$ cat src/design/mmhpq_pkg.sv
`timescale 1ns / 1ps
// ----------------------------------------------------------------------------
// mmhpq_pkg: shared types and constants for the min/max heap priority queue
// Request and result layouts, operation codes, ordering modes and the
// controller-to-datapath command and status bundles.
// ----------------------------------------------------------------------------
package mmhpq_pkg;

  localparam int unsigned CAPACITY_DEF = 32;
  localparam int          VAL_W        = 32;
  localparam int          KIND_W       = 3;
  localparam int          STATUS_W     = 2;
  localparam int          COUNT_W      = 6;

  // Request kinds.
  localparam logic [KIND_W-1:0] KIND_ADD     = 3'd0;
  localparam logic [KIND_W-1:0] KIND_EXTRACT = 3'd1;
  localparam logic [KIND_W-1:0] KIND_PLAIN   = 3'd2;
  localparam logic [KIND_W-1:0] KIND_MAX     = 3'd3;
  localparam logic [KIND_W-1:0] KIND_MIN     = 3'd4;

  // Result status codes.
  localparam logic [STATUS_W-1:0] ST_OK    = 2'd0;
  localparam logic [STATUS_W-1:0] ST_FULL  = 2'd1;
  localparam logic [STATUS_W-1:0] ST_EMPTY = 2'd2;

  typedef enum logic [1:0] {
    MODE_PLAIN = 2'd0,
    MODE_MAX   = 2'd1,
    MODE_MIN   = 2'd2
  } mode_t;

  typedef struct packed {
    logic [KIND_W-1:0]       kind;
    logic signed [VAL_W-1:0] value;
  } in_item_t;

  typedef struct packed {
    logic signed [VAL_W-1:0] result_value;
    logic [STATUS_W-1:0]     status;
    logic [COUNT_W-1:0]      count_after;
  } out_item_t;

  // Datapath actions, one per controller step.
  typedef enum logic [3:0] {
    OP_NOP,
    OP_ACCEPT,
    OP_UP_CHK,
    OP_UP_CMP,
    OP_EX_ROOT,
    OP_EX_LAST,
    OP_DN_CHK,
    OP_DN_L,
    OP_DN_R,
    OP_DN_DEC,
    OP_RB_NEXT,
    OP_RB_LD,
    OP_DONE
  } dp_op_t;

  typedef struct packed {
    dp_op_t op;
  } ctrl_cmd_t;

  typedef struct packed {
    logic [KIND_W-1:0] kind;
    logic              full;
    logic              empty;
    logic              up_stop;
    logic              up_move;
    logic              dn_leaf;
    logic              has_r;
    logic              dn_move;
    logic              rb_end;
    logic              out_free;
  } dp_status_t;

  // True when a must sit above b in the given mode.
  function automatic logic ranks_above(mode_t m, logic signed [VAL_W-1:0] a,
                                       logic signed [VAL_W-1:0] b);
    logic r;
    case (m)
      MODE_MAX: r = (a > b);
      MODE_MIN: r = (a < b);
      default:  r = 1'b0;
    endcase
    return r;
  endfunction

endpackage

$ cat src/design/mmhpq_ram.sv
`timescale 1ns / 1ps
// ----------------------------------------------------------------------------
// mmhpq_ram: generic single-write, single-read RAM
// One write port and one read port; read data is registered.
// ----------------------------------------------------------------------------
module mmhpq_ram #(
  parameter int WIDTH = 32,
  parameter int DEPTH = 32
) (
  input  logic                     clk,
  input  logic                     wr_en,
  input  logic [$clog2(DEPTH)-1:0] wr_addr,
  input  logic [WIDTH-1:0]         wr_data,
  input  logic                     rd_en,
  input  logic [$clog2(DEPTH)-1:0] rd_addr,
  output logic [WIDTH-1:0]         rd_data
);

  logic [WIDTH-1:0] mem [DEPTH];

  always_ff @(posedge clk) begin
    if (wr_en) begin
      mem[wr_addr] <= wr_data;
    end
    if (rd_en) begin
      rd_data <= mem[rd_addr];
    end
  end

endmodule

$ cat src/design/mmhpq_ctrl.sv
`timescale 1ns / 1ps
// ----------------------------------------------------------------------------
// mmhpq_ctrl: sequencing state machine for the heap queue
// Steps the datapath through add, extract, sift and rebuild sequences.
// ----------------------------------------------------------------------------
module mmhpq_ctrl import mmhpq_pkg::*; (
  input  logic       clk,
  input  logic       rst_n,
  input  logic       in_valid,
  output logic       in_ready,
  input  dp_status_t st,
  output ctrl_cmd_t  cmd
);

  typedef enum logic [11:0] {
    S_IDLE    = 12'b0000_0000_0001,
    S_UP_CHK  = 12'b0000_0000_0010,
    S_UP_CMP  = 12'b0000_0000_0100,
    S_EX_ROOT = 12'b0000_0000_1000,
    S_EX_LAST = 12'b0000_0001_0000,
    S_DN_CHK  = 12'b0000_0010_0000,
    S_DN_L    = 12'b0000_0100_0000,
    S_DN_R    = 12'b0000_1000_0000,
    S_DN_DEC  = 12'b0001_0000_0000,
    S_RB_NEXT = 12'b0010_0000_0000,
    S_RB_LD   = 12'b0100_0000_0000,
    S_DONE    = 12'b1000_0000_0000
  } state_t;

  state_t state_r, state_nxt;
  logic   rebuild_r, rebuild_nxt;
  state_t sift_exit;

  assign in_ready  = (state_r == S_IDLE);
  // A finished sift-down either resumes the rebuild sweep or ends the request.
  assign sift_exit = rebuild_r ? S_RB_NEXT : S_DONE;

  always_comb begin
    state_nxt   = state_r;
    rebuild_nxt = rebuild_r;
    cmd.op      = OP_NOP;
    case (state_r)
      S_IDLE: begin
        if (in_valid) begin
          cmd.op      = OP_ACCEPT;
          rebuild_nxt = 1'b0;
          case (st.kind)
            KIND_ADD:     state_nxt = st.full ? S_DONE : S_UP_CHK;
            KIND_EXTRACT: state_nxt = st.empty ? S_DONE : S_EX_ROOT;
            KIND_MAX, KIND_MIN: begin
              rebuild_nxt = 1'b1;
              state_nxt   = S_RB_NEXT;
            end
            default:      state_nxt = S_DONE;
          endcase
        end
      end
      S_UP_CHK: begin
        cmd.op    = OP_UP_CHK;
        state_nxt = st.up_stop ? S_DONE : S_UP_CMP;
      end
      S_UP_CMP: begin
        cmd.op    = OP_UP_CMP;
        state_nxt = st.up_move ? S_UP_CHK : S_DONE;
      end
      S_EX_ROOT: begin
        cmd.op    = OP_EX_ROOT;
        state_nxt = S_EX_LAST;
      end
      S_EX_LAST: begin
        cmd.op    = OP_EX_LAST;
        state_nxt = S_DN_CHK;
      end
      S_DN_CHK: begin
        cmd.op    = OP_DN_CHK;
        state_nxt = st.dn_leaf ? sift_exit : S_DN_L;
      end
      S_DN_L: begin
        cmd.op    = OP_DN_L;
        state_nxt = st.has_r ? S_DN_R : S_DN_DEC;
      end
      S_DN_R: begin
        cmd.op    = OP_DN_R;
        state_nxt = S_DN_DEC;
      end
      S_DN_DEC: begin
        cmd.op    = OP_DN_DEC;
        state_nxt = st.dn_move ? S_DN_CHK : sift_exit;
      end
      S_RB_NEXT: begin
        cmd.op    = OP_RB_NEXT;
        state_nxt = st.rb_end ? S_DONE : S_RB_LD;
      end
      S_RB_LD: begin
        cmd.op    = OP_RB_LD;
        state_nxt = S_DN_CHK;
      end
      S_DONE: begin
        cmd.op = OP_DONE;
        if (st.out_free) begin
          state_nxt = S_IDLE;
        end
      end
      default: state_nxt = S_IDLE;
    endcase
  end

  always_ff @(posedge clk) begin
    if (!rst_n) begin
      state_r   <= S_IDLE;
      rebuild_r <= 1'b0;
    end else begin
      state_r   <= state_nxt;
      rebuild_r <= rebuild_nxt;
    end
  end

endmodule

$ cat src/design/mmhpq_dp.sv
`timescale 1ns / 1ps
// ----------------------------------------------------------------------------
// mmhpq_dp: heap datapath
// Element store, count, mode, the moving hole index and value, the
// comparators for sifting and the result register.
// ----------------------------------------------------------------------------
module mmhpq_dp import mmhpq_pkg::*; #(
  parameter int unsigned CAPACITY = CAPACITY_DEF
) (
  input  logic       clk,
  input  logic       rst_n,
  input  in_item_t   in_data,
  input  ctrl_cmd_t  cmd,
  output dp_status_t st,
  output logic       out_valid,
  input  logic       out_ready,
  output out_item_t  out_data
);

  localparam int AW = $clog2(CAPACITY);
  localparam int CW = $clog2(CAPACITY + 1);
  localparam int IW = AW + 1;

  logic [CW-1:0]           cnt_r, cnt_nxt;
  mode_t                   mode_r, mode_nxt;
  logic [CW-1:0]           k_r, k_nxt;
  logic [AW-1:0]           idx_r, idx_nxt;
  logic signed [VAL_W-1:0] x_r, x_nxt;
  logic signed [VAL_W-1:0] a_r, a_nxt;
  logic signed [VAL_W-1:0] b_r, b_nxt;
  logic                    lb_r, lb_nxt;
  logic signed [VAL_W-1:0] res_r, res_nxt;
  logic [STATUS_W-1:0]     stat_r, stat_nxt;
  out_item_t               out_r, out_nxt;
  logic                    out_valid_r, out_valid_nxt;

  logic                    wr_en, rd_en;
  logic [AW-1:0]           wr_addr, rd_addr;
  logic [VAL_W-1:0]        wr_data, rd_raw;
  logic signed [VAL_W-1:0] rd_data;

  logic [IW-1:0]           child_l;
  logic [IW:0]             child_r;
  logic [AW-1:0]           idx_m1, parent;
  logic [CW-1:0]           cnt_m1, k_m1;
  logic signed [VAL_W-1:0] best_v;
  logic                    lb_now, rb;

  mmhpq_ram #(
    .WIDTH(VAL_W),
    .DEPTH(CAPACITY)
  ) u_store (
    .clk    (clk),
    .wr_en  (wr_en),
    .wr_addr(wr_addr),
    .wr_data(wr_data),
    .rd_en  (rd_en),
    .rd_addr(rd_addr),
    .rd_data(rd_raw)
  );

  assign rd_data = rd_raw;

  // Tree navigation around the hole index.
  assign child_l = {idx_r, 1'b1};
  assign child_r = (IW + 1)'({idx_r, 1'b0}) + (IW + 1)'(2);
  assign idx_m1  = idx_r - AW'(1);
  assign parent  = idx_m1 >> 1;
  assign cnt_m1  = cnt_r - CW'(1);
  assign k_m1    = k_r - CW'(1);

  assign lb_now = ranks_above(mode_r, rd_data, x_r);
  assign best_v = lb_r ? a_r : x_r;
  assign rb     = st.has_r && ranks_above(mode_r, b_r, best_v);

  always_comb begin
    st.kind     = in_data.kind;
    st.full     = (cnt_r >= CW'(CAPACITY));
    st.empty    = (cnt_r == '0);
    st.up_stop  = (idx_r == '0) || (mode_r == MODE_PLAIN);
    st.up_move  = ranks_above(mode_r, x_r, rd_data);
    st.dn_leaf  = (child_l >= IW'(cnt_r)) || (mode_r == MODE_PLAIN);
    st.has_r    = (child_r < (IW + 1)'(cnt_r));
    st.dn_move  = lb_r || rb;
    st.rb_end   = (k_r == '0);
    st.out_free = !out_valid_r || out_ready;
  end

  always_comb begin
    cnt_nxt       = cnt_r;
    mode_nxt      = mode_r;
    k_nxt         = k_r;
    idx_nxt       = idx_r;
    x_nxt         = x_r;
    a_nxt         = a_r;
    b_nxt         = b_r;
    lb_nxt        = lb_r;
    res_nxt       = res_r;
    stat_nxt      = stat_r;
    out_nxt       = out_r;
    out_valid_nxt = out_valid_r && !out_ready;
    wr_en         = 1'b0;
    wr_addr       = idx_r;
    wr_data       = x_r;
    rd_en         = 1'b0;
    rd_addr       = '0;
    case (cmd.op)
      OP_ACCEPT: begin
        res_nxt  = '0;
        stat_nxt = ST_OK;
        case (in_data.kind)
          KIND_ADD: begin
            if (st.full) begin
              stat_nxt = ST_FULL;
            end else begin
              x_nxt   = in_data.value;
              idx_nxt = cnt_r[AW-1:0];
              cnt_nxt = cnt_r + CW'(1);
            end
          end
          KIND_EXTRACT: begin
            if (st.empty) begin
              stat_nxt = ST_EMPTY;
            end
            rd_en = 1'b1;
          end
          KIND_PLAIN: mode_nxt = MODE_PLAIN;
          KIND_MAX: begin
            mode_nxt = MODE_MAX;
            k_nxt    = cnt_r >> 1;
          end
          KIND_MIN: begin
            mode_nxt = MODE_MIN;
            k_nxt    = cnt_r >> 1;
          end
          default: ;
        endcase
      end
      OP_UP_CHK: begin
        if (st.up_stop) begin
          wr_en = 1'b1;
        end else begin
          rd_en   = 1'b1;
          rd_addr = parent;
        end
      end
      OP_UP_CMP: begin
        // The parent moves down into the hole, or the new value settles here.
        wr_en = 1'b1;
        if (st.up_move) begin
          wr_data = rd_data;
          idx_nxt = parent;
        end
      end
      OP_EX_ROOT: begin
        res_nxt = rd_data;
        rd_en   = 1'b1;
        rd_addr = cnt_m1[AW-1:0];
      end
      OP_EX_LAST: begin
        x_nxt   = rd_data;
        cnt_nxt = cnt_m1;
        idx_nxt = '0;
      end
      OP_DN_CHK: begin
        if (st.dn_leaf) begin
          wr_en = 1'b1;
        end else begin
          rd_en   = 1'b1;
          rd_addr = child_l[AW-1:0];
        end
      end
      OP_DN_L: begin
        a_nxt  = rd_data;
        lb_nxt = lb_now;
        if (st.has_r) begin
          rd_en   = 1'b1;
          rd_addr = child_r[AW-1:0];
        end
      end
      OP_DN_R: b_nxt = rd_data;
      OP_DN_DEC: begin
        wr_en = 1'b1;
        if (st.dn_move) begin
          wr_data = rb ? b_r : a_r;
          idx_nxt = rb ? child_r[AW-1:0] : child_l[AW-1:0];
        end
      end
      OP_RB_NEXT: begin
        if (!st.rb_end) begin
          rd_en   = 1'b1;
          rd_addr = k_m1[AW-1:0];
          idx_nxt = k_m1[AW-1:0];
          k_nxt   = k_m1;
        end
      end
      OP_RB_LD: x_nxt = rd_data;
      OP_DONE: begin
        if (st.out_free) begin
          out_nxt.result_value = res_r;
          out_nxt.status       = stat_r;
          out_nxt.count_after  = COUNT_W'(cnt_r);
          out_valid_nxt        = 1'b1;
        end
      end
      default: ;
    endcase
  end

  always_ff @(posedge clk) begin
    if (!rst_n) begin
      cnt_r       <= '0;
      mode_r      <= MODE_PLAIN;
      out_valid_r <= 1'b0;
    end else begin
      cnt_r       <= cnt_nxt;
      mode_r      <= mode_nxt;
      out_valid_r <= out_valid_nxt;
    end
  end

  always_ff @(posedge clk) begin
    k_r    <= k_nxt;
    idx_r  <= idx_nxt;
    x_r    <= x_nxt;
    a_r    <= a_nxt;
    b_r    <= b_nxt;
    lb_r   <= lb_nxt;
    res_r  <= res_nxt;
    stat_r <= stat_nxt;
    out_r  <= out_nxt;
  end

  assign out_valid = out_valid_r;
  assign out_data  = out_r;

`ifndef ASSERT_OFF
  a_cnt_bound: assert property (@(posedge clk) disable iff (!rst_n)
    cnt_r <= CW'(CAPACITY))
    else $error("element count exceeds capacity");

  a_cnt_step: assert property (@(posedge clk) disable iff (!rst_n)
    1'b1 |=> (cnt_r == $past(cnt_r)) || (cnt_r == $past(cnt_r) + CW'(1)) ||
             (cnt_r == $past(cnt_r) - CW'(1)))
    else $error("element count moved by more than one");

  a_mode_hold: assert property (@(posedge clk) disable iff (!rst_n)
    (cmd.op != OP_ACCEPT) |=> $stable(mode_r))
    else $error("ordering mode changed outside request acceptance");

  a_err_zero: assert property (@(posedge clk) disable iff (!rst_n)
    (out_valid_r && (out_r.status != ST_OK)) |-> (out_r.result_value == '0))
    else $error("dropped request carries a nonzero result value");
`endif

endmodule

$ cat src/design/min_max_heap_priority_queue.sv
`timescale 1ns / 1ps
// ----------------------------------------------------------------------------
// min_max_heap_priority_queue: bounded array heap with plain, max and min modes
// Accepts add, extract and mode/rebuild requests and returns one result each.
//
//   Channel  Ports                      Carries
//   in       in_valid/in_ready/in_data  request: kind, value
//   out      out_valid/out_ready/out_data  result: result_value, status,
//                                          count_after
//
// Add sifts the new element up one tree level at a time, stopping at the root,
// in plain mode or when a compare stops it; an element moves at most
// clog2(CAPACITY) levels. Extract reads the root and the last element and then
// sifts down; each level costs registered reads of the element memory plus a
// compare. A rebuild sifts down each of the count/2 internal nodes in turn.
// Reset is synchronous and clears the count and mode; the element memory needs
// no clearing. A result that waits in the output register does not block the
// next request, which stalls only at its final step until the output register
// is free.
// ----------------------------------------------------------------------------
module min_max_heap_priority_queue import mmhpq_pkg::*; #(
  parameter int unsigned CAPACITY = CAPACITY_DEF
) (
  input  logic      clk,
  input  logic      rst_n,
  input  logic      in_valid,
  output logic      in_ready,
  input  in_item_t  in_data,
  output logic      out_valid,
  input  logic      out_ready,
  output out_item_t out_data
);

  ctrl_cmd_t  cmd;
  dp_status_t st;

  mmhpq_ctrl u_ctrl (
    .clk     (clk),
    .rst_n   (rst_n),
    .in_valid(in_valid),
    .in_ready(in_ready),
    .st      (st),
    .cmd     (cmd)
  );

  mmhpq_dp #(
    .CAPACITY(CAPACITY)
  ) u_dp (
    .clk      (clk),
    .rst_n    (rst_n),
    .in_data  (in_data),
    .cmd      (cmd),
    .st       (st),
    .out_valid(out_valid),
    .out_ready(out_ready),
    .out_data (out_data)
  );

endmodule

$ cat config.mk
export PLATFORM = sky130hd
export DESIGN_NAME = min_max_heap_priority_queue
export DESIGN_NICKNAME = d
export VERILOG_FILES = /design/src/design/mmhpq_pkg.sv /design/src/design/mmhpq_ram.sv /design/src/design/mmhpq_ctrl.sv /design/src/design/mmhpq_dp.sv /design/src/design/min_max_heap_priority_queue.sv
export SDC_FILE = /design/constraint.sdc
export NUM_CORES = 2
export LEC_CHECK = 0
export BUFFER_PORTS_ARGS = -buffer_cell sky130_fd_sc_hd__buf_2
export CAP_MARGIN = 20
export CELL_PAD_IN_SITES_DETAIL_PLACEMENT = 1
export CELL_PAD_IN_SITES_GLOBAL_PLACEMENT = 2
export CORE_UTILIZATION = 47
export CTS_BUF_LIST = sky130_fd_sc_hd__clkbuf_16
export DETAILED_ROUTE_END_ITERATION = 10
export HOLD_SLACK_MARGIN = 0.02
export PLACE_DENSITY = 0.88
export SKIP_LAST_GASP = 1
export SLEW_MARGIN = 40
export SYNTH_ARGS = -nofsm -noshare
export SYNTH_HDL_FRONTEND = slang
export SYNTH_SLANG_ARGS = --single-unit
$ cat constraint.sdc
create_clock -name clk -period 5.7 [get_ports clk]
set_clock_uncertainty 0.1 [all_clocks]
set_input_delay 1.14 -clock clk [delete_from_list [all_inputs] [get_ports clk]]
set_output_delay 1.14 -clock clk [all_outputs]
set_load 0.01 [all_outputs]
* After elaboration in Yosys (flattened, before gate mapping) *
Memories as Yosys holds them, arrays and structs flattened. A register that Yosys moved wholly into a read port is not among the register bits.
Index checks and enable logic that the tools add are counted.
Widths: inputs -> output; s select.

cells by class
  add/sub/neg operators = 5
  order comparisons = 9
  eq/ne operators = 38
  mux-type cells = 63
  reduce and logical (&&, ||, !) cells = 31

operators by type and width
  cell                  number
  $mux 32               6
  $pmux 32 s2           3
  $pmux 12 s11          1
  $mux 12               10
  $gt 32x32->1          3
  $lt 32x32->1          3
  $pmux 5 s5            2
  $pmux 4 s12           1
  $mux 5                9
  $pmux 12 s3           1
  $mux 6                4
  $pmux 6 s2            2
  $eq 4x4->1 const B    5
  $eq 4x3->1 const B    4
  $ne 2x2->1 const B    8
  $mux 1                14
  $eq 12x1->1 const B   1
  $eq 12x10->1 const B  1
  $eq 12x11->1 const B  1
  $eq 12x12->1 const B  1
  $eq 12x2->1 const B   1
  $eq 12x3->1 const B   1
  $eq 12x4->1 const B   1
  $eq 12x5->1 const B   1
  40 further kinds      62

storage, ports and cells
  bits in registers = 204
  bits in writable memories = 1024
  input bits = 39
  output and inout bits = 42
  word-level logic and storage cells = 163
  memories kept = 1

memories
  name              depth  width  rd ports  clocked after Yosys merged registers in  wr ports  RTL line         text
  u_dp.u_store.mem  32     32     1         1                                        1         mmhpq_ram.sv:19  logic [WIDTH-1:0] mem [DEPTH];

* Longest topological paths before layout *
  word-level depth = 7
  depth in mapped cells = 18
  gate-level depth less buffers = 13

* Hierarchy *
Synthesis repeated with hierarchy kept, for this count alone.

second synthesis, totals
  cells, all modules = 3331
  area, all modules = 52330.2 sq um

modules (own cells, without submodules)
  module      instances  cells each  area each (sq um)  sequential area each (sq um)
  mmhpq_ram   1          2260        40812.9            31710.4
  mmhpq_dp    1          941         10517.6            5645.4
  mmhpq_ctrl  1          130         999.7              260.2

* Worst setup path before layout *
No wires, ideal clock.

  path kind = reg2reg
  start = register u_dp.lb_r
  end = memory u_dp.u_store.mem[0][0] (data pin)
  setup time = 377 ps
  arrival time = 4548 ps
  required time = 5223 ps
  path slack = 675 ps
  cell stages (with the launch flop) = 16
  path buffers = 4
  clock period less this slack = 5025 ps
  path through = edfxtp_1 > clkbuf_1 > clkbuf_1 > clkbuf_1 > mux2i_1 > ha_1 > a211oi_1 > o21ai_0 > a22o_1 > o31a_1 > o22a_1 > a2111oi_1 > o2bb2ai_1 > buf_2 > nand2_1 > o211ai_1

on the way
  cells in the longest elaborated chain, start to end = 7
  elaborated cells between the ends (all ways) = 9
  classes of those cells = order compare (2); mux (5); reduce/logical (2)

ends and longest elaborated chain
  element                                              RTL line                          text
  from (decl)                                          mmhpq_dp.sv:31                    logic lb_r, lb_nxt;
  from (signal assigned)                               mmhpq_dp.sv:228                   lb_r <= lb_nxt;
  $mux 32                                              mmhpq_dp.sv:73                    assign best_v = lb_r ? a_r : x_r;
  $lt 32x32->1 / $gt 32x32->1 (equally long branches)  mmhpq_pkg.sv:84, mmhpq_pkg.sv:83
  $pmux 1 s2                                           mmhpq_pkg.sv:82                   case (m)
  $logic_and 1x1->1                                    mmhpq_dp.sv:74                    assign rb = st.has_r && ranks_above(mode_r, b_r, best_v);
  $mux 32 / $logic_or 1x1->1 (equally long branches)   mmhpq_dp.sv:185, mmhpq_dp.sv:84
  $mux 32 *                                            mmhpq_dp.sv:184                   if (st.dn_move) begin
  $pmux 32 s2 *                                        mmhpq_dp.sv:107                   case (cmd.op)
  via u_dp.u_store.wr_data[0]                          mmhpq_ram.sv:13                   input logic [WIDTH-1:0] wr_data,
  to (decl)                                            mmhpq_ram.sv:19

Mark *: on every way through the listed nets, which the timed path passes. The rest lies on a longest branch.

* Worst setup path in the final report *
  start = register u_dp.idx_r[0]
  end = register u_dp.u_store.rd_data[13] (read register of u_dp.u_store.mem) (data pin)

on the way
  cells in the longest elaborated chain, start to end = 4
  elaborated cells between the ends (all ways) = 15
  classes of those cells = add/sub (2); order compare (2); mux (8); reduce/logical (3)

ends and longest elaborated chain
  element                                          RTL line         text
  from (decl)                                      mmhpq_dp.sv:27   logic [AW-1:0] idx_r, idx_nxt;
  from (signal assigned)                           mmhpq_dp.sv:224  idx_r <= idx_nxt;
  $add 6x2->7 (tied with other cells)              mmhpq_dp.sv:66   assign child_r = (IW + 1)'({idx_r, 1'b0}) + (IW + 1)'(2);
  $lt 7x6->1 (tied with other cells)               mmhpq_dp.sv:83   st.has_r = (child_r < (IW + 1)'(cnt_r));
  $mux 1 (tied with other cells)                   mmhpq_dp.sv:176  if (st.has_r) begin
  $pmux 1 s6 / $pmux 5 s5 (equally long branches)  mmhpq_dp.sv:107
  to (decl)                                        mmhpq_ram.sv:16  output logic [WIDTH-1:0] rd_data

Several ways; a longest one is shown, not always the timed one.
A chain may end at the register's enable or synchronous reset.

==> results.cfg <==
[critical_path]
cp-endpoint = u_dp.u_store.rd_data[13]$_DFFE_PP_
ff2ff_setup_slack_ns = 0.47
r2r-start = u_dp.idx_r[0]$_DFFE_PP_
critical_path_start_type = register
worstRegToRegCells = 15
critical_path.max_fanout = 45
timing.rr.end = u_dp.u_store.rd_data[13]$_DFFE_PP_
critPathArrivalTime_ns = 5.65
critical_path_sink_type = register
crit_path_kind = register to register
worst_setup_path_startpoint = u_dp.idx_r[0]$_DFFE_PP_
critical_path_required_ns = 6.12

[placement]
post_dp_cell_area_um2 = 56200
globalplace.congestion = 0.875
dp_hpwl_mm = 101
io_buffers = 80
detailedPlace.worstSlack_ns = 0.655

[synth]
post-synth-top-area-fraction_pct = 70.5
ys_ff_latch = 1260
synth_cells = 3464
synth_top_cell_by_area = sky130_fd_sc_hd__edfxtp_1
synth_enable_flop_cells = 1238
synth_top_flop_cell = sky130_fd_sc_hd__edfxtp_1
netlist_area_pre_place_um2 = 52700
async_reset_ff_share_pct = 0
synth_cell_type_count = 86
syn-mean-instance-area_um2 = 15.2
yosys_warnings = 0
number_of_nets_in_the_synthesized_netlist = 3588
ys_seq_area_share_pct = 71.3
netlist_top_cells_area = sky130_fd_sc_hd__edfxtp_1 70%, sky130_fd_sc_hd__mux2i_1 6.2%, sky130_fd_sc_hd__nand3_1 2.6%, sky130_fd_sc_hd__ha_1 2.0%, sky130_fd_sc_hd__o211ai_1 1.7%

[timing]
setup_viol = 0
rsz0062_at_grt = false
finalMaxSlewViolations = 0
worst_pin_slew_ns = 0.892
finalSetupTns_ns = 0
layout_worst_path_cycle_share_pct = 91.8
timing.slew.headroom_pct = 40.5
max_freq_mhz = 191
timing.final.hold_violations = 0
finalCriticalPeriod_ns = 5.23
worst_slack_ns = 0.466

[clocking]
cts-root-buf = sky130_fd_sc_hd__clkbuf_16
tritoncts_clock_tree = built
cts_max_level = 4
clock-sinks = 1260
clk_pin_slew_worst_paths_ns = 0.06
postCtsResizedCells = 0
post_cts_setup_driven_buffer_insertion_count = 0
cts-buffers-inserted = 130
cts_hold_buf = 0
cts_buffer_depth = 3
worstSkewPairLatency_ns = 0.77

[drt]
drt-wirelength-per-cell_um = 31.9
drtIter0Drc = 4068
vias = 34000
vias_per_cell = 6.52
drt_drc_violations_left = 0
first_pass_iters = 9
detail-route-antenna-nets = 0
detail_route.wirelength_mm = 167

[power]
power_switching_mw = 4.08
p_leak_nw = 19.7
power.share.clock_pct = 42.6
power.density_nw_per_um2 = 315
share_comb_of_total_power_pct = 3.1
internal_power_mw = 14.9
vdd.ir_drop.worst_mv = 0.233
power_frac_seq_pct = 54.2
swShare_pct = 21.5

[flow_run]
drv.max_cap_violation_count = 0

[global_route]
grt_start_max_net_pins = 68
grt_pass1_wl_mm = 242
global_route.usage.total_pct = 29.3
grt_remaining_overflow = 0
initial_antenna_violation_count = 6
first_global_vias = 35600

[layout]
layout-area-overhead-vs-synth_pct = 14.2
final_net_count = 3754
final_layout_size_suffix_gt1_share_pct = 15.1
finish.instance_area_um2 = 60200

[floorplan]
core-area_um2 = 111000
floorplan.initialDensity_pct = 47.5
io_pins = 81
placement_rows = 122
chipHeight_um = 337
die_area_um2 = 114000
die_width_um = 337

[min_path]
worstHoldStart = u_dp.res_r[14]$_SDFFCE_PN0P_
holdCritPathClass = register to register

[status]
result_of_the_run = finished clean
## metrics by stage
step / hold WS (ns) / cells / total power [mW] / utilization [%]
2_1_floorplan: 0.300 / 3464 / 10.8 / -
3_3_place_gp: 0.301 / 4984 / 11.0 / 50.6
3_5_place_dp: 0.306 / 4986 / 11.1 / 50.6
4_1_cts: 0.319 / 5217 / 19.0 / 54.2
5_1_grt: 0.325 / 5217 / 19.4 / 54.2
6_report: 0.318 / 5218 / 19.0 / 54.3
## registers in the layout, summed over array words and instances (netlist names)
name and count:
u_dp.b_r 32, u_dp.mode_r 2, u_ctrl.state_r 12, u_dp.cnt_r 6, u_dp.a_r 32, u_dp.k_r 6
u_dp.x_r 32, u_dp.lb_r 1, u_dp.idx_r 5, u_dp.stat_r 2, u_dp.u_store.mem 1024, u_dp.res_r 32
u_dp.out_valid 1, u_dp.out_data 40, u_ctrl.rebuild_r 1, u_dp.u_store.rd_data 32
## worst min-delay path by stage
stage / end / depth (start not counted)
CTS: u_dp.out_data[12]$_DFFE_PP_ / 0
floorplan: u_dp.out_data[10]$_DFFE_PP_ / 0
global placement: u_dp.out_data[10]$_DFFE_PP_ / 0
global route: u_dp.out_data[23]$_DFFE_PP_ / 0
detailed placement: u_dp.out_data[12]$_DFFE_PP_ / 0
finish: u_dp.out_data[22]$_DFFE_PP_ / 0
## kinds of logic after synthesis
family / after synthesis / share of synthesized area (%)
flops: 1260 / 71.3
simple gates: 743 / 7.19
compound gates: 640 / 9.16
mux: 375 / 7.23
buf+inv: 338 / 2.70
fa+ha+maj: 85 / 2.02
xor+xnor: 23 / 0.382
## cell type report
cell class              count  area [um^2]
well taps                1488         1860
fillers                 10500        50800
clock inverters            96          603
clock buffers             135         3380
multi-input cells        1866        14100
inverters                 111          417
flip-flops and latches   1260        37600
diodes                      1         2.50
repair buffers            261         2220
## cells in the mapped netlist, types with 23 or more instances
| master | number |
|---|---|
| sky130_fd_sc_hd__o211a_1 | 29 |
| sky130_fd_sc_hd__inv_1 | 110 |
| sky130_fd_sc_hd__o21ai_0 | 69 |
| sky130_fd_sc_hd__nand2_1 | 127 |
| sky130_fd_sc_hd__and3_1 | 37 |
| sky130_fd_sc_hd__a32oi_1 | 35 |
| sky130_fd_sc_hd__o2111ai_1 | 71 |
| sky130_fd_sc_hd__buf_2 | 41 |
| sky130_fd_sc_hd__nor3_1 | 28 |
| sky130_fd_sc_hd__a222oi_1 | 28 |
| sky130_fd_sc_hd__ha_1 | 85 |
| sky130_fd_sc_hd__o31ai_1 | 49 |
| sky130_fd_sc_hd__nor2_1 | 141 |
| sky130_fd_sc_hd__a21oi_1 | 85 |
| sky130_fd_sc_hd__buf_4 | 24 |
| sky130_fd_sc_hd__a211oi_1 | 29 |
| sky130_fd_sc_hd__o211ai_1 | 116 |
| sky130_fd_sc_hd__edfxtp_1 | 1238 |
| sky130_fd_sc_hd__mux2_2 | 47 |
| sky130_fd_sc_hd__nand3_1 | 269 |
| sky130_fd_sc_hd__mux2i_1 | 328 |
| sky130_fd_sc_hd__clkbuf_1 | 148 |
| sky130_fd_sc_hd__nand4_1 | 23 |
## power by group through the flow
stage	Clock (mW)	Sequential (mW)	Combinational, mW
6_report	8.08	10.3	0.595
2_1_floorplan	0	10.4	0.327
3_5_place_dp	0	10.5	0.582
3_3_place_gp	0	10.5	0.560
4_1_cts	8.15	10.3	0.588
5_1_grt	8.44	10.3	0.632
## layout by cell type, fill, tap and decap left out, types with 14 or more instances in the layout
cell	synthesis	final
sky130_fd_sc_hd__a32oi_1	35	35
sky130_fd_sc_hd__clkinv_2	0	20
sky130_fd_sc_hd__a222oi_1	28	28
sky130_fd_sc_hd__buf_4	24	144
sky130_fd_sc_hd__clkbuf_16	0	135
sky130_fd_sc_hd__mux2i_1	328	328
sky130_fd_sc_hd__nor2_1	141	104
sky130_fd_sc_hd__o211ai_1	116	116
sky130_fd_sc_hd__xnor2_1	20	20
sky130_fd_sc_hd__inv_1	110	136
sky130_fd_sc_hd__nand2_1	127	121
sky130_fd_sc_hd__o21a_1	14	14
sky130_fd_sc_hd__o21ai_0	69	69
sky130_fd_sc_hd__o211a_1	29	29
sky130_fd_sc_hd__a221oi_1	21	21
sky130_fd_sc_hd__mux2_2	47	47
sky130_fd_sc_hd__buf_2	41	80
sky130_fd_sc_hd__nand3_1	269	269
sky130_fd_sc_hd__o31ai_1	49	48
sky130_fd_sc_hd__o2111ai_1	71	71
sky130_fd_sc_hd__a21oi_1	85	84
sky130_fd_sc_hd__nand4_1	23	23
sky130_fd_sc_hd__and3_1	37	37
sky130_fd_sc_hd__a211oi_1	29	28
sky130_fd_sc_hd__nor3_1	28	25
sky130_fd_sc_hd__nor2_4	0	33
sky130_fd_sc_hd__dfxtp_1	22	22
sky130_fd_sc_hd__clkinv_1	0	31
sky130_fd_sc_hd__edfxtp_1	1238	1238
sky130_fd_sc_hd__buf_12	0	36
sky130_fd_sc_hd__ha_1	85	85
## worst max-delay path: stages, from the launching register on
cell and delay [ns]:
sky130_fd_sc_hd__edfxtp_1 0.61, sky130_fd_sc_hd__inv_1 0.22, sky130_fd_sc_hd__ha_1 0.49, sky130_fd_sc_hd__ha_1 0.28
sky130_fd_sc_hd__o21ai_0 0.16, sky130_fd_sc_hd__a21oi_1 0.09, sky130_fd_sc_hd__o31a_1 0.38, sky130_fd_sc_hd__nor4_4 0.32
sky130_fd_sc_hd__buf_4 0.23, sky130_fd_sc_hd__buf_4 0.55, sky130_fd_sc_hd__nor3_1 0.26, sky130_fd_sc_hd__a21oi_2 0.21
sky130_fd_sc_hd__buf_4 0.43, sky130_fd_sc_hd__a221o_1 0.22, sky130_fd_sc_hd__nand3_1 0.17, sky130_fd_sc_hd__and4b_1 0.25
## routing by layer
metal  GRT usage [%]  share of wire, %  up-vias
li1                -                 -    14200
met1            37.6                39    17600
met2            49.0                49     1817
met3            5.80               8.5      400
met4            11.8               3.9        8
met5               0             0.031        -
No activity file was read; power rests on OpenSTA's default activity.
